### src/design/row_layout_spacer_defines.svh
// Assertion macros for the row layout spacer.
// No dependencies; included by the top level only.
`ifndef ROW_LAYOUT_SPACER_DEFINES_SVH
`define ROW_LAYOUT_SPACER_DEFINES_SVH

`ifndef ASSERT_OFF

// Check a property on every clock edge outside reset
`define RLS_ASSERT(lbl, prop, msg) \
   lbl: assert property (@(posedge clock) disable iff (reset) prop) else $error(msg);

// Check that a condition implies another in the same cycle
`define RLS_ASSERT_IMPLY(lbl, ante, cons, msg) \
   lbl: assert property (@(posedge clock) disable iff (reset) (ante) |-> (cons)) else $error(msg);

`else

`define RLS_ASSERT(lbl, prop, msg)
`define RLS_ASSERT_IMPLY(lbl, ante, cons, msg)

`endif

`endif

### src/design/rls_pkg.sv
// Shared constants, types and register codes for the row layout spacer.
// No dependencies; imported by the channel interfaces, divider, datapath, controller and top level.
package rls_pkg;

   // Capacity and field widths
   localparam int MAX_ITEMS = 16;
   localparam int DIM_W     = 12;
   localparam int POS_W     = 16;
   localparam int IDX_W     = (MAX_ITEMS > 1) ? $clog2(MAX_ITEMS) : 1;
   localparam int CNT_W     = $clog2(MAX_ITEMS + 1);
   localparam int SUM_W     = DIM_W + IDX_W;
   localparam int REM_W     = SUM_W + 1;
   localparam int STEP_W    = $clog2(SUM_W + 1);

   // Register port
   localparam int NUM_REGS  = 4;
   localparam int PADDR_W   = $clog2(NUM_REGS) + 2;
   localparam int PDATA_W   = 32;

   typedef enum logic [$clog2(NUM_REGS)-1:0] {
      CSR_AREA_X,
      CSR_AREA_Y,
      CSR_AREA_WIDTH,
      CSR_AREA_HEIGHT
   } csr_index_type;

   typedef struct packed {
      logic signed [POS_W-1:0] area_x;
      logic signed [POS_W-1:0] area_y;
      logic [DIM_W-1:0]        area_width;
      logic [DIM_W-1:0]        area_height;
   } cfg_type;

   typedef struct packed {
      logic collect;
      logic start;
      logic step;
      logic emit;
   } ctrl_cmd_type;

   typedef struct packed {
      logic row_done;
      logic div_done;
      logic out_free;
      logic last_item;
   } ctrl_status_type;

endpackage

### src/design/rls_req_if.sv
// Request channel: one rectangle of the row per transfer.
// Depends on rls_pkg for field widths.
interface rls_req_if
   import rls_pkg::*;
();
   logic             valid;
   logic             ready;
   logic [DIM_W-1:0] item_width;
   logic [DIM_W-1:0] item_height;
   logic             row_end;

   modport source (output valid, item_width, item_height, row_end, input ready);
   modport sink (input valid, item_width, item_height, row_end, output ready);
endinterface

### src/design/rls_rsp_if.sv
// Response channel: one placed rectangle per transfer.
// Depends on rls_pkg for field widths.
interface rls_rsp_if
   import rls_pkg::*;
();
   logic                    valid;
   logic                    ready;
   logic signed [POS_W-1:0] place_x;
   logic signed [POS_W-1:0] place_y;
   logic [DIM_W-1:0]        place_width;
   logic [DIM_W-1:0]        place_height;
   logic                    last_of_row;
   logic                    width_error;

   modport source (output valid, place_x, place_y, place_width, place_height,
                   last_of_row, width_error, input ready);
   modport sink (input valid, place_x, place_y, place_width, place_height,
                 last_of_row, width_error, output ready);
endinterface

### src/design/rls_ram.sv
// Generic single-port-write, registered-read RAM.
// No dependencies.
module rls_ram #(
   parameter int WIDTH = 24,
   parameter int DEPTH = 16,
   localparam int ADDR_W = (DEPTH > 1) ? $clog2(DEPTH) : 1
) (
   input  logic                  clock,
   input  logic                  wr_en,
   input  logic [ADDR_W-1:0]     wr_addr,
   input  logic [WIDTH-1:0]      wr_data,
   input  logic                  rd_en,
   input  logic [ADDR_W-1:0]     rd_addr,
   output logic [WIDTH-1:0]      rd_data
);
   logic [WIDTH-1:0] mem_ff [DEPTH];
   logic [WIDTH-1:0] rd_data_ff;

   // Write port and registered read port
   always_ff @(posedge clock) begin
      if (wr_en) begin
         mem_ff[wr_addr] <= wr_data;
      end
      if (rd_en) begin
         rd_data_ff <= mem_ff[rd_addr];
      end
   end

   assign rd_data = rd_data_ff;
endmodule

### src/design/rls_divider.sv
// Bit-serial signed divider, truncating toward zero, one quotient bit a cycle while step is high.
// Depends on rls_pkg for widths.
module rls_divider
   import rls_pkg::*;
(
   input  logic                    clock,
   input  logic                    reset,
   input  logic                    start,
   input  logic                    step,
   input  logic signed [REM_W-1:0] dividend,
   input  logic [IDX_W-1:0]        divisor,
   output logic                    done,
   output logic signed [REM_W-1:0] quotient
);
   logic [SUM_W-1:0]  quo_ff, quo_in;
   logic [IDX_W-1:0]  rem_ff, rem_in;
   logic [IDX_W-1:0]  div_ff, div_in;
   logic              neg_ff, neg_in;
   logic [STEP_W-1:0] cnt_ff, cnt_in;
   logic [REM_W-1:0]  mag;
   logic [IDX_W:0]    trial;
   logic              fit;

   // Magnitude of the dividend and the trial subtraction
   assign mag   = dividend[REM_W-1] ? REM_W'(-dividend) : REM_W'(dividend);
   assign trial = {rem_ff, quo_ff[SUM_W-1]};
   assign fit   = (trial >= {1'b0, div_ff});

   always_comb begin
      quo_in = quo_ff;
      rem_in = rem_ff;
      div_in = div_ff;
      neg_in = neg_ff;
      cnt_in = cnt_ff;
      if (start) begin
         quo_in = mag[SUM_W-1:0];
         rem_in = '0;
         div_in = divisor;
         neg_in = dividend[REM_W-1];
         cnt_in = STEP_W'(SUM_W);
      end else if (step && (cnt_ff != '0)) begin
         // Shift in one dividend bit, subtract when it fits
         rem_in = fit ? IDX_W'(trial - {1'b0, div_ff}) : trial[IDX_W-1:0];
         quo_in = {quo_ff[SUM_W-2:0], fit};
         cnt_in = cnt_ff - STEP_W'(1);
      end
   end

   always_ff @(posedge clock) begin
      if (reset) begin
         cnt_ff <= '0;
      end else begin
         cnt_ff <= cnt_in;
      end
      quo_ff <= quo_in;
      rem_ff <= rem_in;
      div_ff <= div_in;
      neg_ff <= neg_in;
   end

   assign done     = (cnt_ff == '0);
   assign quotient = neg_ff ? -$signed({1'b0, quo_ff}) : $signed({1'b0, quo_ff});
endmodule

### src/design/rls_datapath.sv
// Datapath: item store, running width sum, gap division and placement.
// Depends on rls_pkg, rls_req_if, rls_rsp_if, rls_ram and rls_divider.
module rls_datapath
   import rls_pkg::*;
(
   input  logic            clock,
   input  logic            reset,
   input  cfg_type         cfg,
   input  ctrl_cmd_type    cmd,
   output ctrl_status_type status,
   rls_req_if.sink         req,
   rls_rsp_if.source       rsp
);
   logic [CNT_W-1:0]        count_ff, count_in;
   logic [SUM_W-1:0]        sum_ff, sum_in;
   logic                    dropped_ff, dropped_in;
   logic [IDX_W-1:0]        idx_ff, idx_in;
   logic signed [POS_W-1:0] x_ff, x_in;
   logic signed [REM_W-1:0] remain_ff, remain_in;
   logic                    gz_ff, gz_in;

   logic                    valid_ff, valid_in;
   logic signed [POS_W-1:0] px_ff, py_ff;
   logic [DIM_W-1:0]        pw_ff, ph_ff;
   logic                    plast_ff, perr_ff;

   logic                    take, store, clear;
   logic [2*DIM_W-1:0]      rd_data;
   logic [DIM_W-1:0]        iw, ih;
   logic [CNT_W-1:0]        gaps_w;
   logic                    div_done;
   logic signed [REM_W-1:0] quotient, q_eff;
   logic [REM_W-1:0]        aw_ext, sum_ext;
   logic signed [DIM_W:0]   hdiff, hhalf;
   logic signed [POS_W-1:0] py;
   logic                    fits, err;

   // Request side
   assign req.ready = cmd.collect;
   assign take      = req.valid && req.ready;
   assign store     = take && (count_ff < CNT_W'(MAX_ITEMS));
   assign clear     = cmd.emit && status.last_item;

   rls_ram #(
      .WIDTH (2 * DIM_W),
      .DEPTH (MAX_ITEMS)
   ) u_store (
      .clock   (clock),
      .wr_en   (store),
      .wr_addr (count_ff[IDX_W-1:0]),
      .wr_data ({req.item_width, req.item_height}),
      .rd_en   (cmd.start),
      .rd_addr (idx_ff),
      .rd_data (rd_data)
   );

   assign iw = rd_data[2*DIM_W-1:DIM_W];
   assign ih = rd_data[DIM_W-1:0];

   // Gaps still to come after the current item
   assign gaps_w = count_ff - CNT_W'(1) - CNT_W'(idx_ff);

   rls_divider u_div (
      .clock    (clock),
      .reset    (reset),
      .start    (cmd.start),
      .step     (cmd.step),
      .dividend (remain_ff),
      .divisor  (gaps_w[IDX_W-1:0]),
      .done     (div_done),
      .quotient (quotient)
   );

   assign q_eff = gz_ff ? '0 : quotient;

   // Vertical centering with a floor shift
   assign hdiff = $signed({1'b0, cfg.area_height}) - $signed({1'b0, ih});
   assign hhalf = hdiff >>> 1;
   assign py    = cfg.area_y + POS_W'(hhalf);

   // Fit check and error flag
   assign fits = (count_ff == CNT_W'(1)) ? (sum_ff <= SUM_W'(cfg.area_width))
                                         : (sum_ff < SUM_W'(cfg.area_width));
   assign err  = dropped_ff || !fits;

   assign aw_ext = REM_W'(cfg.area_width);
   assign sum_ext = REM_W'(sum_ff) + (store ? REM_W'(req.item_width) : REM_W'(0));

   always_comb begin
      count_in   = count_ff;
      sum_in     = sum_ff;
      dropped_in = dropped_ff;
      idx_in     = idx_ff;
      x_in       = x_ff;
      remain_in  = remain_ff;
      gz_in      = gz_ff;
      valid_in   = valid_ff;

      // Collect items, drop beyond capacity
      if (store) begin
         count_in = count_ff + CNT_W'(1);
         sum_in   = sum_ff + SUM_W'(req.item_width);
      end else if (take) begin
         dropped_in = 1'b1;
      end

      // Start a row: origin and slack
      if (take && req.row_end) begin
         idx_in    = '0;
         x_in      = cfg.area_x;
         remain_in = $signed(aw_ext - sum_ext);
      end

      if (cmd.start) begin
         gz_in = (gaps_w == '0);
      end

      // Drop the output once taken
      if (rsp.ready) begin
         valid_in = 1'b0;
      end

      // Advance position and slack past the emitted item
      if (cmd.emit) begin
         valid_in  = 1'b1;
         x_in      = x_ff + POS_W'(iw) + POS_W'(q_eff);
         remain_in = remain_ff - q_eff;
         idx_in    = idx_ff + IDX_W'(1);
      end

      if (clear) begin
         count_in   = '0;
         sum_in     = '0;
         dropped_in = 1'b0;
      end
   end

   always_ff @(posedge clock) begin
      if (reset) begin
         count_ff   <= '0;
         sum_ff     <= '0;
         dropped_ff <= 1'b0;
         valid_ff   <= 1'b0;
      end else begin
         count_ff   <= count_in;
         sum_ff     <= sum_in;
         dropped_ff <= dropped_in;
         valid_ff   <= valid_in;
      end
      idx_ff    <= idx_in;
      x_ff      <= x_in;
      remain_ff <= remain_in;
      gz_ff     <= gz_in;
      if (cmd.emit) begin
         px_ff    <= x_ff;
         py_ff    <= py;
         pw_ff    <= iw;
         ph_ff    <= ih;
         plast_ff <= status.last_item;
         perr_ff  <= err;
      end
   end

   // Response side
   assign rsp.valid        = valid_ff;
   assign rsp.place_x      = px_ff;
   assign rsp.place_y      = py_ff;
   assign rsp.place_width  = pw_ff;
   assign rsp.place_height = ph_ff;
   assign rsp.last_of_row  = plast_ff;
   assign rsp.width_error  = perr_ff;

   // Status to the controller
   assign status.row_done  = take && req.row_end;
   assign status.div_done  = div_done;
   assign status.out_free  = !valid_ff || rsp.ready;
   assign status.last_item = ((CNT_W'(idx_ff) + CNT_W'(1)) == count_ff);
endmodule

### src/design/rls_ctrl.sv
// Controller: sequences collection, per-item read, division and emit.
// Depends on rls_pkg for command and status types.
module rls_ctrl
   import rls_pkg::*;
(
   input  logic            clock,
   input  logic            reset,
   input  ctrl_status_type status,
   output ctrl_cmd_type    cmd
);
   typedef enum logic [1:0] {
      ST_COLLECT,
      ST_READ,
      ST_DIV,
      ST_EMIT
   } state_type;

   state_type state_ff;

   // Advance through the row
   always_ff @(posedge clock) begin
      if (reset) begin
         state_ff <= ST_COLLECT;
      end else begin
         unique case (state_ff)
            ST_COLLECT: begin
               if (status.row_done) begin
                  state_ff <= ST_READ;
               end
            end
            ST_READ: begin
               state_ff <= ST_DIV;
            end
            ST_DIV: begin
               if (status.div_done) begin
                  state_ff <= ST_EMIT;
               end
            end
            ST_EMIT: begin
               if (status.out_free) begin
                  state_ff <= status.last_item ? ST_COLLECT : ST_READ;
               end
            end
            default: begin
               state_ff <= ST_COLLECT;
            end
         endcase
      end
   end

   // Commands from state
   always_comb begin
      cmd.collect = (state_ff == ST_COLLECT);
      cmd.start   = (state_ff == ST_READ);
      cmd.step    = (state_ff == ST_DIV);
      cmd.emit    = (state_ff == ST_EMIT) && status.out_free;
   end
endmodule

### src/design/row_layout_spacer.sv
// Row layout spacer top level: register port, controller and datapath.
// Depends on rls_pkg, the channel interfaces, rls_ctrl and rls_datapath.
// A request without row end is taken while the controller collects; after a row end
// request is taken, each item passes in turn through the read, divide and emit states,
// paced by the bit-serial gap divider, and an emit waits while the output is stalled.
// Reset is synchronous, active high; it clears counts, flags and the config.
`include "row_layout_spacer_defines.svh"

module row_layout_spacer
   import rls_pkg::*;
(
   input  logic               clock,
   input  logic               reset,
   rls_req_if.sink            req_ch,
   rls_rsp_if.source          rsp_ch,
   input  logic               psel,
   input  logic               penable,
   input  logic               pwrite,
   input  logic [PADDR_W-1:0] paddr,
   input  logic [PDATA_W-1:0] pwdata,
   output logic [PDATA_W-1:0] prdata,
   output logic               pready
);
   cfg_type         cfg_ff;
   ctrl_cmd_type    ctrl_cmd;
   ctrl_status_type ctrl_status;
   csr_index_type   csr_index;
   logic            csr_write;

   // Register port
   assign pready    = 1'b1;
   assign csr_index = csr_index_type'(paddr[PADDR_W-1:2]);
   assign csr_write = psel && penable && pwrite && pready;

   always_ff @(posedge clock) begin
      if (reset) begin
         cfg_ff <= '0;
      end else if (csr_write) begin
         unique case (csr_index)
            CSR_AREA_X:      cfg_ff.area_x      <= pwdata[POS_W-1:0];
            CSR_AREA_Y:      cfg_ff.area_y      <= pwdata[POS_W-1:0];
            CSR_AREA_WIDTH:  cfg_ff.area_width  <= pwdata[DIM_W-1:0];
            CSR_AREA_HEIGHT: cfg_ff.area_height <= pwdata[DIM_W-1:0];
            default: begin
            end
         endcase
      end
   end

   always_comb begin
      unique case (csr_index)
         CSR_AREA_X:      prdata = PDATA_W'(cfg_ff.area_x);
         CSR_AREA_Y:      prdata = PDATA_W'(cfg_ff.area_y);
         CSR_AREA_WIDTH:  prdata = PDATA_W'(cfg_ff.area_width);
         CSR_AREA_HEIGHT: prdata = PDATA_W'(cfg_ff.area_height);
         default:         prdata = '0;
      endcase
   end

   rls_ctrl u_ctrl (
      .clock  (clock),
      .reset  (reset),
      .status (ctrl_status),
      .cmd    (ctrl_cmd)
   );

   rls_datapath u_datapath (
      .clock  (clock),
      .reset  (reset),
      .cfg    (cfg_ff),
      .cmd    (ctrl_cmd),
      .status (ctrl_status),
      .req    (req_ch),
      .rsp    (rsp_ch)
   );

   // A row end request stops intake while the row is laid out
   `RLS_ASSERT(a_row_end_stops_intake, (req_ch.valid && req_ch.ready && req_ch.row_end) |=> !req_ch.ready, "request taken after row end")
   // A result is loaded only when the output register can take it
   `RLS_ASSERT_IMPLY(a_emit_into_free_slot, ctrl_cmd.emit, ctrl_status.out_free, "result overwrote pending response")
   // At most one controller command at a time
   `RLS_ASSERT(a_single_command, $onehot0({ctrl_cmd.collect, ctrl_cmd.start, ctrl_cmd.step, ctrl_cmd.emit}), "overlapping controller commands")
endmodule
### src/flat_wrapper.sv
// flat-port wrapper written by rule: the top's interface ports become plain ports
module row_layout_spacer_flat import rls_pkg::*;
  (clock, reset, psel, penable, pwrite, paddr, pwdata, prdata, pready, req_ch_valid, req_ch_item_width, req_ch_item_height, req_ch_row_end, req_ch_ready, rsp_ch_valid, rsp_ch_place_x, rsp_ch_place_y, rsp_ch_place_width, rsp_ch_place_height, rsp_ch_last_of_row, rsp_ch_width_error, rsp_ch_ready);
  rls_req_if req_ch_i ();
  rls_rsp_if rsp_ch_i ();
  input  logic clock;
  input  logic reset;
  input  logic psel;
  input  logic penable;
  input  logic pwrite;
  input  logic [PADDR_W-1:0] paddr;
  input  logic [PDATA_W-1:0] pwdata;
  output logic [PDATA_W-1:0] prdata;
  output logic pready;
  input wire logic [$bits(req_ch_i.valid)-1:0] req_ch_valid;
  input wire logic [$bits(req_ch_i.item_width)-1:0] req_ch_item_width;
  input wire logic [$bits(req_ch_i.item_height)-1:0] req_ch_item_height;
  input wire logic [$bits(req_ch_i.row_end)-1:0] req_ch_row_end;
  output wire logic [$bits(req_ch_i.ready)-1:0] req_ch_ready;
  output wire logic [$bits(rsp_ch_i.valid)-1:0] rsp_ch_valid;
  output wire logic [$bits(rsp_ch_i.place_x)-1:0] rsp_ch_place_x;
  output wire logic [$bits(rsp_ch_i.place_y)-1:0] rsp_ch_place_y;
  output wire logic [$bits(rsp_ch_i.place_width)-1:0] rsp_ch_place_width;
  output wire logic [$bits(rsp_ch_i.place_height)-1:0] rsp_ch_place_height;
  output wire logic [$bits(rsp_ch_i.last_of_row)-1:0] rsp_ch_last_of_row;
  output wire logic [$bits(rsp_ch_i.width_error)-1:0] rsp_ch_width_error;
  input wire logic [$bits(rsp_ch_i.ready)-1:0] rsp_ch_ready;
  assign req_ch_i.valid = req_ch_valid;
  assign req_ch_i.item_width = req_ch_item_width;
  assign req_ch_i.item_height = req_ch_item_height;
  assign req_ch_i.row_end = req_ch_row_end;
  assign req_ch_ready = req_ch_i.ready;
  assign rsp_ch_valid = rsp_ch_i.valid;
  assign rsp_ch_place_x = rsp_ch_i.place_x;
  assign rsp_ch_place_y = rsp_ch_i.place_y;
  assign rsp_ch_place_width = rsp_ch_i.place_width;
  assign rsp_ch_place_height = rsp_ch_i.place_height;
  assign rsp_ch_last_of_row = rsp_ch_i.last_of_row;
  assign rsp_ch_width_error = rsp_ch_i.width_error;
  assign rsp_ch_i.ready = rsp_ch_ready;
  row_layout_spacer u_core (.clock(clock), .reset(reset), .req_ch(req_ch_i), .rsp_ch(rsp_ch_i), .psel(psel), .penable(penable), .pwrite(pwrite), .paddr(paddr), .pwdata(pwdata), .prdata(prdata), .pready(pready));
endmodule
### config.mk
export PLATFORM = sky130hd
export DESIGN_NAME = row_layout_spacer_flat
export DESIGN_NICKNAME = d
export VERILOG_FILES = /design/src/design/rls_pkg.sv /design/src/design/rls_req_if.sv /design/src/design/rls_rsp_if.sv /design/src/design/rls_ram.sv /design/src/design/rls_divider.sv /design/src/design/rls_datapath.sv /design/src/design/rls_ctrl.sv /design/src/design/row_layout_spacer.sv /design/src/flat_wrapper.sv
export VERILOG_INCLUDE_DIRS = /design/src /design/src/design
export SDC_FILE = /design/constraint.sdc
export NUM_CORES = 1
export LEC_CHECK = 0
export BUFFER_PORTS_ARGS = -buffer_cell sky130_fd_sc_hd__buf_2
export CORE_MARGIN = 2
export CORE_UTILIZATION = 61
export CTS_BUF_LIST = sky130_fd_sc_hd__clkbuf_16
export DETAILED_ROUTE_END_ITERATION = 7
export PLACE_DENSITY = 0.9
export SLEW_MARGIN = 5
export SYNTH_ARGS = -nofsm -noshare
export SYNTH_HDL_FRONTEND = slang
export SYNTH_SLANG_ARGS = --single-unit
### constraint.sdc
create_clock -name clock -period 11.96 [get_ports clock]
set_input_delay 2.392 -clock clock [delete_from_list [all_inputs] [get_ports clock]]
set_output_delay 2.392 -clock clock [all_outputs]
set_load 0.1 [all_outputs]
* Word-level counts from Yosys, hierarchy flattened
Memory sizes are Yosys's and may differ from the RTL's. A register that Yosys moved wholly into a read port is not among the register bits.
Index checks and enable logic that the tools add are counted.
** Cells by class
- $add $sub $neg :: 17
- $lt $le $gt $ge :: 4
- Equality and inequality tests :: 11
- Muxes and demuxes :: 26
- Bitwise logic cells :: 1
- Reduce and logical (&&, ||, !) cells :: 28
** Operators by type and width (number)
- case mux 32 bit (4 select lines) :: 1
- 2-to-1 mux 16 bit :: 5
- 2-to-1 mux 17 bit :: 4
- adder 16 x 12 -> 16 bit :: 3
- adder 16 x 12 -> 17 bit :: 1
- negator 16 -> 17 bit :: 1
- subtractor 12 x 17 -> 17 bit :: 1
- subtractor 17 bit :: 1
- adder 16 bit :: 1
- <= comparator 16 x 12 -> 1 bit :: 1
- < comparator 16 x 12 -> 1 bit :: 1
- negator 16 bit :: 1
- subtractor 12 x 12 -> 13 bit :: 1
- 2-to-1 mux 12 bit :: 1
- 2-to-1 mux 4 bit :: 3
- logical NOT 5 bit :: 2
- 2-to-1 mux 5 bit :: 2
- AND reduction 2 bit :: 5
- subtractor 5 x 1 -> 5 bit (second input constant) :: 2
- == test 2 bit (second input constant) :: 4
- logical AND 1 bit :: 8
- case mux 2 bit (4 select lines) :: 1
- 2-to-1 mux 1 bit :: 6
- 2-to-1 mux 2 bit :: 3
- 20 further kinds :: 28
** Storage, ports and cells
- Bits in registers :: 207
- Bits in writable memories :: 384
- Input port bits :: 68
- Output and inout bits :: 93
- Logic and storage cells :: 113
- Memories :: 1
** Memories
- u_core.u_datapath.u_store.mem_ff :: depth 16, bits a word 24, read ports 1, clocked after Yosys merged registers in 1, wr ports 1, RTL line rls_ram.sv:16 : logic [WIDTH-1:0] mem_ff [DEPTH];

* Longest topological paths before layout
- Word-level depth :: 8
- Gate-level depth with buffers :: 18
- Depth with buffers taken out :: 17

* Modules after synthesis
Synthesis repeated with hierarchy kept, for this count alone.
** Second synthesis, totals
- Cell total of the unflattened synthesis :: 2120
- Area, all modules :: 29801.1 um^2
** Modules (own cells, without submodules)
- rls_ram :: times used 1, cells each 636, area each 15170.8 um^2, sequential area each 12251.8 um^2
- rls_datapath :: times used 1, cells each 984, area each 9521.6 um^2, sequential area each 3343.2 um^2
- row_layout_spacer :: times used 1, cells each 246, area each 2767.7 um^2, sequential area each 1121.1 um^2
- rls_divider :: times used 1, cells each 231, area each 2138.3 um^2, sequential area each 810.8 um^2
- rls_ctrl :: times used 1, cells each 23, area each 202.7 um^2, sequential area each 40.0 um^2

* Worst setup path before layout
OpenSTA, ideal clock, no wires.
- Kind :: in2out
- Start :: input port paddr[2]
- End :: output port prdata[16]
- Arrival :: 5.514 ns
- Data required time :: 9.568 ns
- Setup slack :: 4.054 ns
- Cell stages on the path :: 5
- Path buffers :: 3
- Cells stage by stage :: buf_1 -> buf_1 -> mux2i_1 -> nor2_1 -> buf_4
** Between the ends
- Cells in the longest elaborated chain, start to end :: 2
- Elaborated cells on any way between the ends :: 5
- Classes of those cells :: 3 x eq/ne; 1 x mux; 1 x reduce/logical
** Ends and longest elaborated chain
- start: declaration :: RTL line flat_wrapper.sv:11 : input logic [PADDR_W-1:0] paddr;
- == test 2 bit (tied with other cells) :: RTL line row_layout_spacer.sv:51 : unique case (csr_index)
- case mux 32 bit (4 select lines) * :: RTL line row_layout_spacer.sv:51
- end: declaration :: RTL line flat_wrapper.sv:13 : output logic [PDATA_W-1:0] prdata;
Mark *: on every way between the ends. The rest lies on a longest branch, timed or not.

* Worst setup path after layout
- Start :: input port paddr[2]
- End :: output port prdata[23]
Same word-level chain as after synthesis.

==> flow_metrics.tcl <==
set metrics [dict create \
    synth.avg_cell_area_um2 13.30 \
    grt_usage_pct 29.50 \
    die_w_um 223.9 \
    dp.cells 2900 \
    synth_area_um2 29510 \
    cts_inserted_buffers 59 \
    ys_ff_latch 615 \
    io_pins 161 \
    cp_max_fo 22 \
    yosysSeqAreaShare_pct 59.53 \
    area_delta_synth_final_pct 10.99 \
    critPathArrivalTime_ns 4.08 \
    drt_iter0_markers 2228 \
    crit_required_ns 9.57 \
    fin_crit_ns 6.471 \
    post_cts_buffers 0 \
    placed_cell_area_um2 30820 \
    synth.area.top_cells "edfxtp_1 (53%), dfxtp_1 (6.1%), ha_1 (5.4%), mux2i_1 (4.7%), mux4_2 (4.6%)" \
    grt_pass1_wl_um 113000 \
    gp_congestion 0.9100 \
    grt_setup_unrepaired "false" \
    grt_pass1_vias 19970 \
    clockBufferDepth 3 \
    status "finished, final reports clean" \
    async_reset_ff_share_pct 0 \
    drive_gt1_share_pct 15.11 \
    synthFlopType "edfxtp_1" \
    p_leak_nw 12.25 \
    clkTransAtPathRegs_ns 0.06 \
    ctsResizeCount 0 \
    maxCapViolCount 0 \
    crit_path_end_kind "output pin" \
    dpl.hpwl_um 45930 \
    yosysTopAreaCellShare_pct 53.42 \
    yosysWarnings 0 \
    final_nets 2573 \
    grt_max_degree 97 \
    place_ws_ns 5.493 \
    slew_violations 0 \
    initial_core_util_pct 61.81 \
    setup_ws_ns 5.489 \
    max_freq_mhz 154.5 \
    post_drt_wl_per_cell_um 24.82 \
    worstSetupStartpointType "input port" \
    max_slew.worst_pin.slew_ns 1.119 \
    fillCellCount 2874 \
    finalHoldViolCount 0 \
    drc 0 \
    utilization_pct 68.60 \
    die_h_um 223.9 \
    ir_drop_uv 152.0 \
    vias_per_cell 6.587 \
    totalWireLength_um 74840 \
    drtPass1Iterations 6 \
    cts_sinks 615 \
    fin_area_um2 32750 \
    antenna_found_initial 5 \
    synth_cells 2218 \
    synth.distinct_cells 75 \
    dieArea_um2 50150 \
    vias 19860 \
    multi_input_area_um2 11160 \
    yosys.area.top_type "edfxtp_1" \
    hp-class "reg -> reg" \
    synth-edff-count 525 \
    critPathKind "in -> out" \
    tns_ns 0 \
    regArea_um2 17570 \
    port_buffers 141 \
    cts_max_level 2 \
    clk_latency_ns 0.65 \
    cts_tree "done" \
    p_per_area_nw_per_um2 240.4 \
    hold_buffers 0 \
    maxSlewHeadroom_pct 24.43 \
    cts_root_buf "clkbuf_16" \
    synth_nets 2445 \
    antenna_left 0 \
    post-route-period-util_pct 54.11 \
    clock-skew-final_ns 0.03265 \
    core_area_um2 47750 \
    grt-ovfl-total 0 \
    rows 80 \
    setup_viol 0 \
    fin_cells 3015 \
]
[per-layer routing]
metal  track usage (%)  vias up  share of wire, %
met4             14.41        4               4.8
met5                 0        -             0.033
met1             35.95     9664                36
met3             4.748      284               9.1
met2             51.38     1300                50
li1                  -     8607                 -
[power by group]
part / leakage (nW) / switching (mW) / internal [mW]
Sequential: 5.49 / 0.205 / 2.67
Clock: 0.988 / 0.826 / 1.03
Combinational: 5.77 / 1.91 / 1.23
[layout make-up]
class / instances / share of cell area [%]
Antenna cell: 5 / 0.03820
Tap cell: 615 / 2.349
Inverter: 99 / 1.138
Clock buffer: 59 / 4.508
Sequential cell: 615 / 53.64
Timing Repair Buffer: 173 / 2.926
Multi-Input combinational cell: 1398 / 34.06
Clock inverter: 51 / 1.341
[registers in the layout (all words and copies together), names as in the netlist, 5 cells and up]
| register | flops |
|---|---|
| u_core.u_datapath.rsp.place_y | 16 |
| u_core.u_datapath.remain_ff | 17 |
| u_core.u_datapath.rsp.place_width | 12 |
| u_core.u_datapath.rsp.place_height | 12 |
| u_core.u_datapath.u_store.mem_ff | 384 |
| u_core.u_datapath.u_div.quo_ff | 16 |
| u_core.u_datapath.rsp.place_x | 16 |
| u_core.u_datapath.u_store.rd_data | 24 |
| u_core.u_datapath.x_ff | 16 |
| u_core.u_datapath.u_div.cnt_ff | 5 |
| u_core.u_datapath.sum_ff | 16 |
| u_core.u_datapath.count_ff | 5 |
| u_core.cfg_ff | 56 |
[worst max-delay path, cell delays in order]
cell and delay (ns):
buf_2 0.45, mux2i_1 0.15, nor2_1 0.53, buf_2 0.55
[metrics by stage]
| stage | power, mW | hold WS [ns] |
|---|---|---|
| after floorplan | 5.196 | 0.4264 |
| after global placement | 5.772 | 0.4365 |
| after detailed placement | 5.945 | 0.4464 |
| after CTS | 7.821 | 0.4617 |
| after global routing | 8.277 | 0.4682 |
| final | 7.875 | 0.4672 |
[layout by cell type (no fill, tap or decap), types with 6 or more instances in the layout]
| master | n |
|---|---|
| o211ai_1 | 7 |
| nand3_1 | 17 |
| a221oi_1 | 53 |
| o41ai_1 | 7 |
| buf_2 | 141 |
| xnor2_1 | 54 |
| nand4_1 | 8 |
| buf_4 | 31 |
| or2_2 | 12 |
| nor2_1 | 118 |
| o31ai_1 | 17 |
| mux2i_1 | 140 |
| o21bai_1 | 9 |
| or3_1 | 18 |
| nor3_1 | 26 |
| nor2_2 | 17 |
| o21a_1 | 17 |
| nor2b_1 | 23 |
| a21o_1 | 28 |
| mux4_2 | 60 |
| and3_1 | 8 |
| ha_1 | 127 |
| dfxtp_1 | 90 |
| a211oi_1 | 15 |
| xor2_1 | 50 |
| inv_1 | 108 |
| edfxtp_1 | 525 |
| nand2b_1 | 27 |
| o21ai_0 | 90 |
| clkbuf_16 | 59 |
| bufinv_16 | 6 |
| a22oi_1 | 23 |
| clkinv_1 | 14 |
| nand2_1 | 193 |
| fa_1 | 31 |
| clkinv_2 | 14 |
| a21oi_1 | 117 |
| a31oi_1 | 9 |
[cell families after synthesis]
kind of cell,share of synthesized area [%]
DFF,59.53
muxes,9.328
adders and majority gates,7.530
other,0.01271
and+or+nand+nor,7.814
xor gates and xnor gates,3.087
AOI/OAI and AO/OA,9.828
buffers and inverters,2.870
[final timing paths]
check	cells after the start	slack [ns]	startpoint	to
max reg2reg	14	7.23	u_core.u_datapath.u_div.quo_ff[6]$_DFFE_PP_	u_core.u_datapath.x_ff[14]$_DFFE_PP_
min reg2reg	2	0.47	u_core.u_datapath.u_div.rem_ff[3]$_SDFFE_PP0P_	u_core.u_datapath.u_div.rem_ff[3]$_SDFFE_PP0P_
max	4	5.49	paddr[2]	prdata[23]
min	2	0.47	u_core.u_datapath.u_div.rem_ff[3]$_SDFFE_PP0P_	u_core.u_datapath.u_div.rem_ff[3]$_SDFFE_PP0P_
[synthesized netlist by cell type (all sizes together), types with 18 or more instances]
cell	instances
edfxtp	525
nand2	194
mux2i	140
nor2	136
ha	128
a21oi	117
inv	97
o21ai	91
dfxtp	90
mux4	60
clkbuf	56
xnor2	54
a221oi	53
buf	50
xor2	50
fa	31
a21o	28
nand2b	27
nor3	26
a22oi	23
nor2b	23
or3	19
o31ai	18
(Power assumes the default switching activity.)
